**config.mk**
```make
export PLATFORM = sky130hd
export DESIGN_NAME = postfix_stack_evaluator_core
export DESIGN_NICKNAME = d
export VERILOG_FILES = /design/src/pse_pkg.sv /design/src/pse_stack.sv /design/src/pse_alu.sv /design/src/postfix_stack_evaluator_core.sv
export SDC_FILE = /design/constraint.sdc
export NUM_CORES = 2
export LEC_CHECK = 0
export BUFFER_PORTS_ARGS = -buffer_cell sky130_fd_sc_hd__buf_4
export CORE_MARGIN = 2
export CORE_UTILIZATION = 46
export CTS_CLUSTER_DIAMETER = 80
export DETAILED_ROUTE_END_ITERATION = 10
export PLACE_DENSITY_LB_ADDON = 0.12
export SLEW_MARGIN = 20
export SYNTH_ARGS = -nofsm -noshare
export SYNTH_HDL_FRONTEND = slang
export SYNTH_HIERARCHICAL = 1
export SYNTH_SLANG_ARGS = --single-unit
```
**constraint.sdc**
```tcl
create_clock -name clock -period 9.3 [get_ports clock]
set_input_delay 1.395 -clock clock [delete_from_list [all_inputs] [get_ports clock]]
set_output_delay 1.395 -clock clock [all_outputs]
set_load 0.01 [all_outputs]
```
**src/pse_pkg.sv**
```systemverilog
// Shared types and constants of the postfix stack evaluator.
// No dependencies; used by the core, the arithmetic unit and the checker.
package pse_pkg;

   localparam int WORD_W      = 32;
   localparam int SYM_W       = 8;
   localparam int REQ_TDATA_W = 8;
   localparam int RSP_TDATA_W = 40;

   localparam logic [SYM_W-1:0] SYM_ZERO  = 8'h30;
   localparam logic [SYM_W-1:0] SYM_NINE  = 8'h39;
   localparam logic [SYM_W-1:0] SYM_PLUS  = 8'h2B;
   localparam logic [SYM_W-1:0] SYM_MINUS = 8'h2D;
   localparam logic [SYM_W-1:0] SYM_STAR  = 8'h2A;
   localparam logic [SYM_W-1:0] SYM_SLASH = 8'h2F;

   localparam logic [WORD_W-1:0] NEG_ONE = '1;

   typedef enum logic [1:0] {
      ST_OK       = 2'd0,
      ST_DIVZERO  = 2'd1,
      ST_OVERFLOW = 2'd2,
      ST_EMPTY    = 2'd3
   } status_type;

   typedef enum logic [1:0] {
      ALU_ADD = 2'd0,
      ALU_SUB = 2'd1,
      ALU_MUL = 2'd2,
      ALU_DIV = 2'd3
   } alu_op_type;

   typedef struct packed {
      logic       start;
      alu_op_type op;
   } alu_req_type;

endpackage

```
**src/pse_stack.sv**
```systemverilog
// Operand stack memory: one write port, one read port with registered data.
// Depends on pse_pkg for the word width.
module pse_stack
   import pse_pkg::*;
#(
   parameter int DEPTH  = 32,
   parameter int ADDR_W = 5
) (
   input  logic              clock,
   input  logic              wr_en,
   input  logic [ADDR_W-1:0] wr_addr,
   input  logic [WORD_W-1:0] wr_data,
   input  logic [ADDR_W-1:0] rd_addr,
   output logic [WORD_W-1:0] rd_data
);

   logic [WORD_W-1:0] mem [DEPTH];
   logic [WORD_W-1:0] rd_data_ff;

   // write one entry
   always_ff @(posedge clock) begin
      if (wr_en) begin
         mem[wr_addr] <= wr_data;
      end
   end

   // registered read
   always_ff @(posedge clock) begin
      rd_data_ff <= mem[rd_addr];
   end

   assign rd_data = rd_data_ff;

endmodule

```
**src/pse_alu.sv**
```systemverilog
// Shared arithmetic unit: add, subtract and multiply straight to the result
// register, signed divide as a radix-2 restoring iteration. Depends on pse_pkg.
module pse_alu
   import pse_pkg::*;
(
   input  logic              clock,
   input  logic              reset,
   input  alu_req_type       alu_req,
   input  logic [WORD_W-1:0] lhs,
   input  logic [WORD_W-1:0] rhs,
   output logic              done,
   output logic [WORD_W-1:0] result
);

   localparam int CNT_W = $clog2(WORD_W);
   localparam logic [CNT_W-1:0] CNT_LAST = CNT_W'(WORD_W - 1);

   typedef enum logic [1:0] {A_IDLE, A_DIV, A_FIX} alu_state_type;

   alu_state_type     state_ff;
   logic [CNT_W-1:0]  cnt_ff;
   logic [WORD_W-1:0] quo_ff;
   logic [WORD_W-1:0] rem_ff;
   logic [WORD_W-1:0] div_ff;
   logic              neg_ff;
   logic [WORD_W-1:0] res_ff;
   logic              done_ff;

   logic [WORD_W-1:0] lhs_mag;
   logic [WORD_W-1:0] rhs_mag;
   logic [WORD_W:0]   shifted;
   logic [WORD_W:0]   diff;

   // operand magnitudes; the most negative value maps onto itself unsigned
   assign lhs_mag = lhs[WORD_W-1] ? (~lhs + 1'b1) : lhs;
   assign rhs_mag = rhs[WORD_W-1] ? (~rhs + 1'b1) : rhs;

   // one quotient bit per cycle
   assign shifted = {rem_ff, quo_ff[WORD_W-1]};
   assign diff    = shifted - {1'b0, div_ff};

   always_ff @(posedge clock) begin
      if (reset) begin
         state_ff <= A_IDLE;
         done_ff  <= 1'b0;
      end else begin
         done_ff <= 1'b0;
         unique case (state_ff)
            A_IDLE: begin
               if (alu_req.start) begin
                  unique case (alu_req.op)
                     ALU_ADD: begin
                        res_ff  <= lhs + rhs;
                        done_ff <= 1'b1;
                     end
                     ALU_SUB: begin
                        res_ff  <= lhs - rhs;
                        done_ff <= 1'b1;
                     end
                     ALU_MUL: begin
                        res_ff  <= lhs * rhs;
                        done_ff <= 1'b1;
                     end
                     ALU_DIV: begin
                        quo_ff   <= lhs_mag;
                        div_ff   <= rhs_mag;
                        rem_ff   <= '0;
                        neg_ff   <= lhs[WORD_W-1] ^ rhs[WORD_W-1];
                        cnt_ff   <= '0;
                        state_ff <= A_DIV;
                     end
                  endcase
               end
            end
            A_DIV: begin
               if (!diff[WORD_W]) begin
                  rem_ff <= diff[WORD_W-1:0];
                  quo_ff <= {quo_ff[WORD_W-2:0], 1'b1};
               end else begin
                  rem_ff <= shifted[WORD_W-1:0];
                  quo_ff <= {quo_ff[WORD_W-2:0], 1'b0};
               end
               cnt_ff <= cnt_ff + 1'b1;
               if (cnt_ff == CNT_LAST) begin
                  state_ff <= A_FIX;
               end
            end
            A_FIX: begin
               // apply the sign; truncation toward zero falls out of magnitudes
               res_ff   <= neg_ff ? (~quo_ff + 1'b1) : quo_ff;
               done_ff  <= 1'b1;
               state_ff <= A_IDLE;
            end
            default: begin
               state_ff <= A_IDLE;
            end
         endcase
      end
   end

   assign done   = done_ff;
   assign result = res_ff;

endmodule

```
**src/postfix_stack_evaluator_core.sv**
```systemverilog
// Postfix expression evaluator: one character per input word, one result
// word per expression. Uses pse_pkg, pse_stack and pse_alu.
//
// Usage:
//   req channel: req_tdata[7:0] carries the ASCII character, req_tlast marks
//   the final character of an expression. A digit pushes 0..9; + - * / pop
//   two operands and push the 32-bit result; any other character pops two
//   operands and drops them.
//   rsp channel: one word per expression, issued after the final character:
//   rsp_tdata[31:0] value, rsp_tdata[33:32] status (ok, divide by zero,
//   overflow, empty pop). The stack and the error clear after each result.
// Timing: one character at a time; req_tready is high only between items.
//   A digit is decoded and pushed; + - * / pop two operands and use the
//   shared arithmetic unit, where / runs 32 quotient steps, setup and sign fix.
//   The final character then loads the result register, reading back the top if any.
// Reset: synchronous, active high; empties the stack, clears the error and
//   drops any pending result. Stack memory contents are not cleared.
// Stall: a result waits in the output register while rsp_tready is low; the
//   next expression is still taken in, and only its own result waits.
module postfix_stack_evaluator_core
   import pse_pkg::*;
#(
   parameter int STACK_DEPTH = 32
) (
   input  logic                   clock,
   input  logic                   reset,
   input  logic                   req_tvalid,
   output logic                   req_tready,
   input  logic [REQ_TDATA_W-1:0] req_tdata,   // [7:0] symbol
   input  logic                   req_tlast,   // last_symbol
   output logic                   rsp_tvalid,
   input  logic                   rsp_tready,
   output logic [RSP_TDATA_W-1:0] rsp_tdata    // [31:0] value, [33:32] status
);

   localparam int PTR_W  = $clog2(STACK_DEPTH + 1);
   localparam int ADDR_W = (STACK_DEPTH > 1) ? $clog2(STACK_DEPTH) : 1;
   localparam logic [PTR_W-1:0] PTR_FULL = PTR_W'(STACK_DEPTH);
   localparam logic [PTR_W-1:0] PTR_ONE  = PTR_W'(1);

   typedef enum logic [3:0] {
      S_IDLE, S_DECODE, S_POP_RHS, S_POP_LHS, S_OPER,
      S_WAIT_ALU, S_FINISH, S_FINAL_RD, S_EMIT
   } state_type;

   state_type         state_ff;
   logic [SYM_W-1:0]  sym_ff;
   logic              last_ff;
   logic [PTR_W-1:0]  sp_ff;
   status_type        err_ff;
   logic [WORD_W-1:0] rhs_ff;
   logic              pend_ff;
   logic [WORD_W-1:0] fin_val_ff;
   status_type        fin_st_ff;
   logic              rsp_tvalid_ff;
   logic [WORD_W-1:0] rsp_value_ff;
   status_type        rsp_status_ff;

   logic [PTR_W-1:0]  sp_dec;
   logic              stack_full;
   logic              stack_empty;
   logic              is_digit;
   logic              is_arith;
   alu_op_type        sym_op;
   logic              push_go;
   logic              emit_go;
   logic              wr_en;
   logic [WORD_W-1:0] wr_data;
   logic [WORD_W-1:0] rd_data;
   logic [WORD_W-1:0] lhs_val;
   alu_req_type       alu_req;
   logic              alu_done;
   logic [WORD_W-1:0] alu_result;

   // keep the first overflow or empty-pop code
   function automatic status_type note_err(status_type cur, status_type code);
      return (cur == ST_OK) ? code : cur;
   endfunction

   // decode the held character
   assign is_digit = (sym_ff >= SYM_ZERO) && (sym_ff <= SYM_NINE);
   always_comb begin
      is_arith = 1'b1;
      sym_op   = ALU_ADD;
      unique case (sym_ff)
         SYM_PLUS:  sym_op = ALU_ADD;
         SYM_MINUS: sym_op = ALU_SUB;
         SYM_STAR:  sym_op = ALU_MUL;
         SYM_SLASH: sym_op = ALU_DIV;
         default:   is_arith = 1'b0;
      endcase
   end

   assign sp_dec      = sp_ff - PTR_ONE;
   assign stack_full  = (sp_ff == PTR_FULL);
   assign stack_empty = (sp_ff == '0);

   // push a digit or an arithmetic result
   assign push_go = ((state_ff == S_DECODE) && (err_ff != ST_DIVZERO) && is_digit) ||
                    ((state_ff == S_WAIT_ALU) && alu_done);
   assign wr_en   = push_go && !stack_full;
   assign wr_data = (state_ff == S_DECODE)
                    ? {{(WORD_W-SYM_W){1'b0}}, sym_ff - SYM_ZERO}
                    : alu_result;

   // load the output register once it is free
   assign emit_go = (state_ff == S_EMIT) && (!rsp_tvalid_ff || rsp_tready);

   // left operand arrives from memory unless the pop found the stack empty
   assign lhs_val = pend_ff ? rd_data : NEG_ONE;

   // start the shared unit; a zero divisor never reaches it
   assign alu_req.start = (state_ff == S_OPER) && is_arith &&
                          !((sym_op == ALU_DIV) && (rhs_ff == '0));
   assign alu_req.op    = sym_op;

   pse_stack #(
      .DEPTH  (STACK_DEPTH),
      .ADDR_W (ADDR_W)
   ) u_stack (
      .clock   (clock),
      .wr_en   (wr_en),
      .wr_addr (sp_ff[ADDR_W-1:0]),
      .wr_data (wr_data),
      .rd_addr (sp_dec[ADDR_W-1:0]),
      .rd_data (rd_data)
   );

   pse_alu u_alu (
      .clock   (clock),
      .reset   (reset),
      .alu_req (alu_req),
      .lhs     (lhs_val),
      .rhs     (rhs_ff),
      .done    (alu_done),
      .result  (alu_result)
   );

   // sequencer
   always_ff @(posedge clock) begin
      if (reset) begin
         state_ff      <= S_IDLE;
         sp_ff         <= '0;
         err_ff        <= ST_OK;
         pend_ff       <= 1'b0;
         rsp_tvalid_ff <= 1'b0;
      end else begin
         if (emit_go) begin
            rsp_tvalid_ff <= 1'b1;
         end else if (rsp_tvalid_ff && rsp_tready) begin
            rsp_tvalid_ff <= 1'b0;
         end
         unique case (state_ff)
            S_IDLE: begin
               if (req_tvalid) begin
                  sym_ff   <= req_tdata[SYM_W-1:0];
                  last_ff  <= req_tlast;
                  state_ff <= S_DECODE;
               end
            end
            S_DECODE: begin
               if (err_ff == ST_DIVZERO) begin
                  state_ff <= S_FINISH;
               end else if (is_digit) begin
                  if (stack_full) begin
                     err_ff <= note_err(err_ff, ST_OVERFLOW);
                  end else begin
                     sp_ff <= sp_ff + PTR_ONE;
                  end
                  state_ff <= S_FINISH;
               end else begin
                  state_ff <= S_POP_RHS;
               end
            end
            S_POP_RHS: begin
               if (stack_empty) begin
                  rhs_ff  <= NEG_ONE;
                  err_ff  <= note_err(err_ff, ST_EMPTY);
                  pend_ff <= 1'b0;
               end else begin
                  sp_ff   <= sp_dec;
                  pend_ff <= 1'b1;
               end
               state_ff <= S_POP_LHS;
            end
            S_POP_LHS: begin
               if (pend_ff) begin
                  rhs_ff <= rd_data;
               end
               if (stack_empty) begin
                  err_ff  <= note_err(err_ff, ST_EMPTY);
                  pend_ff <= 1'b0;
               end else begin
                  sp_ff   <= sp_dec;
                  pend_ff <= 1'b1;
               end
               state_ff <= S_OPER;
            end
            S_OPER: begin
               if (alu_req.start) begin
                  state_ff <= S_WAIT_ALU;
               end else begin
                  if (is_arith && (sym_op == ALU_DIV)) begin
                     err_ff <= ST_DIVZERO;
                  end
                  state_ff <= S_FINISH;
               end
            end
            S_WAIT_ALU: begin
               if (alu_done) begin
                  if (stack_full) begin
                     err_ff <= note_err(err_ff, ST_OVERFLOW);
                  end else begin
                     sp_ff <= sp_ff + PTR_ONE;
                  end
                  state_ff <= S_FINISH;
               end
            end
            S_FINISH: begin
               if (!last_ff) begin
                  state_ff <= S_IDLE;
               end else if (err_ff == ST_DIVZERO) begin
                  fin_val_ff <= NEG_ONE;
                  fin_st_ff  <= err_ff;
                  state_ff   <= S_EMIT;
               end else if (stack_empty) begin
                  fin_val_ff <= NEG_ONE;
                  fin_st_ff  <= note_err(err_ff, ST_EMPTY);
                  state_ff   <= S_EMIT;
               end else begin
                  state_ff <= S_FINAL_RD;
               end
            end
            S_FINAL_RD: begin
               fin_val_ff <= rd_data;
               fin_st_ff  <= err_ff;
               state_ff   <= S_EMIT;
            end
            S_EMIT: begin
               // hold until the output register is free
               if (emit_go) begin
                  rsp_value_ff  <= fin_val_ff;
                  rsp_status_ff <= fin_st_ff;
                  sp_ff         <= '0;
                  err_ff        <= ST_OK;
                  state_ff      <= S_IDLE;
               end
            end
            default: begin
               state_ff <= S_IDLE;
            end
         endcase
      end
   end

   assign req_tready = (state_ff == S_IDLE);
   assign rsp_tvalid = rsp_tvalid_ff;
   assign rsp_tdata  = {{(RSP_TDATA_W-WORD_W-2){1'b0}}, rsp_status_ff, rsp_value_ff};

endmodule

```
==> metrics.txt <==
Ports=55; CTS clk-pin slew, worst paths=0.06 ns; wire length per cell=26.8 um; top cell type by total area after synthesis=edfxtp_1; period utilization=95.1%; largest net degree at the start of global routing=123; I/O Buffers=48; HP Start=fin_val_ff[4]$_SDFFCE_PN1P_; first-pass iteration count of the detailed router=5; CP cell instances=buf_12 -> nand2b_1 -> and2_1 -> fa_1 -> inv_1 -> fa_1 -> fa_1 -> fa_1 -> fa_1 -> inv_1 -> fa_1 -> fa_1 -> fa_1 -> ha_1 -> and4_1 -> nand4_1 -> nor2_1 -> a2111oi_0 -> nor3_1 -> a31oi_1 -> o21ai_1 -> xnor2_1 -> nor2_1 -> o22ai_1; critical path class=register to register; Reg2Reg Depth=24; Core ar.=158000 um2; post-CTS setup buffers=0; critical path peak fanout=26; worst reg2reg path startpoint=pend_ff$_SDFFE_PP0P_; Max clock buf depth=3; Die X=403 um; Slowest cell on crit path=a2111oi_0; outcome=completed; Fmax achieved=0.113 GHz; antenna violation net count after detailed routing=0; Area growth, synth to finish=10.8%; die area=162000 um2; most frequent cells in the layout=edfxtp_1, mux2i_1, nand2_1; Initial Util=46.2%; Post-CTS Hold Fix Bufs=0; share of layout cells above drive strength 1=9.18%; ys async rst share=0%; Main synth FF type=edfxtp_1; Setup Skew=0.0643 ns; Mapped Area=73100 um2; Routed Wire Length=212000 um; latest clock arrival within the worst-skew pair=0.80 ns; Tmin final=8.84 ns; CP arrival=9.32 ns; Hold Path Cell Cnt=0; critical path data required time=9.78 ns; Hold Crit Class=register to register; Avg Cell Area, Syn=12.8 um2; initial drt markers=3915; row count=146; DIE HEIGHT=403 um; CP top delay family=adder cells; post-synth cell types=98; worst rel slew slack=24.1%; synth top area cells=edfxtp_1, fa_1, mux2i_1; CP Buf/Inv Count=3; nets@finish=6340; Yosys reg bits=1316; placed cell count=7646; first-pass GRT wire length=312000 um; Final Hold Viols=0; Critical Path Stages=24; initial antenna violation count=10; Critical Path Sink Type=register; Final TNS setup=0 ns; TritonCTS Buffers=145; RD Place Congestion=0.942; Residual DRC=0; total gr overflow=0; final setup vio count=0; CTS tree=done; crit-path max cell delay=0.65 ns; routed via count=45308; drt via density=5.72; most common cell after layout, fill and taps aside=edfxtp_1; Startpoint Class=register; Tot GR Track Use=26.2%; Max Transition Viols Final=0; Synth top area share=52.0%; Finished Layout Cells=7916; crit path from=pend_ff$_SDFFE_PP0P_; RSZ-0062 raised after global routing=no; total clock sinks=1316; H-tree levels=4; post-detail-place hpwl=130000 um; Worst Tran Pin Value=1.14 ns; synthesis warning total=6; Seq/Total Area, Yosys=53.4%; number of fill cells in the layout=13617; vias in the first global route=45977; clock root buffer=clkbuf_16; crit-path most repeated cell=fa_1; synthesized netlist cell count=5707; max-cap violations=0; Post-synth EDFFs=1267; PostCTS Resize Cnt=0
## metal layers
layer  vias up  GRT usage, %  share of wire (%)
met2      1493          44.0                 49
met3       356          3.81                5.9
li1      20186             -                  -
met4         4          8.77                3.5
met1     23269          35.1                 42
met5         -             0             0.0099
## synthesized netlist by cell type, types with 42 or more instances
master,instances
and2_1,314
nor2b_1,49
nand3_1,147
buf_4,42
nor3_1,61
a22o_1,65
xnor2_1,139
mux2i_1,518
clkbuf_1,216
xor2_1,117
nand2b_1,130
dfxtp_1,49
a31oi_1,45
a21oi_1,208
nand2_1,478
o21ai_0,104
fa_1,410
nor2_1,139
a22oi_1,101
ha_1,196
inv_1,440
edfxtp_1,1267
o31ai_1,59
## final timing paths
kind | to | slack [ns]
hold reg to reg | rsp_value_ff[4]$_DFFE_PP_ | 0.38
setup / recovery | u_alu/result[31]$_DFFE_PP_ | 0.46
hold / removal | rsp_value_ff[4]$_DFFE_PP_ | 0.38
setup reg to reg | u_alu/result[31]$_DFFE_PP_ | 0.46
## sequential cells by signal, summed over array words and instances (netlist names), 2 cells and up
name and flops:
err_ff 2, fin_st_ff 2, fin_val_ff 32, rhs_ff 32, rsp_status_ff 2, rsp_value_ff 32
sp_ff 6, state_ff 4, sym_ff 8, u_alu/cnt_ff 5, u_alu/div_ff 32, u_alu/quo_ff 32
u_alu/rem_ff 32, u_alu/result 32, u_alu/state_ff 2, u_stack/mem 1024, u_stack/rd_data 32
## kinds of logic after synthesis
family / Yosys count / share of synthesized area, %
and+or+nand+nor: 1452 / 10.2
DFF: 1316 / 53.4
AOI/OAI and AO/OA: 780 / 7.09
buffers and inverters: 773 / 4.50
adders and majority gates: 606 / 14.6
muxes: 523 / 7.17
xor gates and xnor gates: 256 / 3.07
other: 1 / 0.00513
## final cells by class
class | count | area [um2] | share of cell area, %
Inverter | 440 | 1660 | 2.05
Tap cell | 2072 | 2590 | 3.20
Multi-Input combinational cell | 3623 | 31400 | 38.7
Clock buffer | 180 | 3810 | 4.70
Timing Repair Buffer | 195 | 1590 | 1.96
Sequential cell | 1316 | 39000 | 48.2
Clock inverter | 85 | 948 | 1.17
Antenna cell | 5 | 12.5 | 0.0154
## stage by stage
stage	instance area [um2]	setup slack [ns]	util [%]	hold WS, ns
3_5_place_dp	76100	0.592	48.1	0.405
5_1_grt	81000	0.0217	51.2	0.402
3_3_place_gp	76100	0.677	48.1	0.403
2_1_floorplan	73200	1.70	-	0.400
6_report	81000	0.458	51.2	0.380
4_1_cts	80900	0.531	51.1	0.378
Power is not shown: default switching activity piles up to over one toggle a cycle in this logic, so the estimate is an artifact.
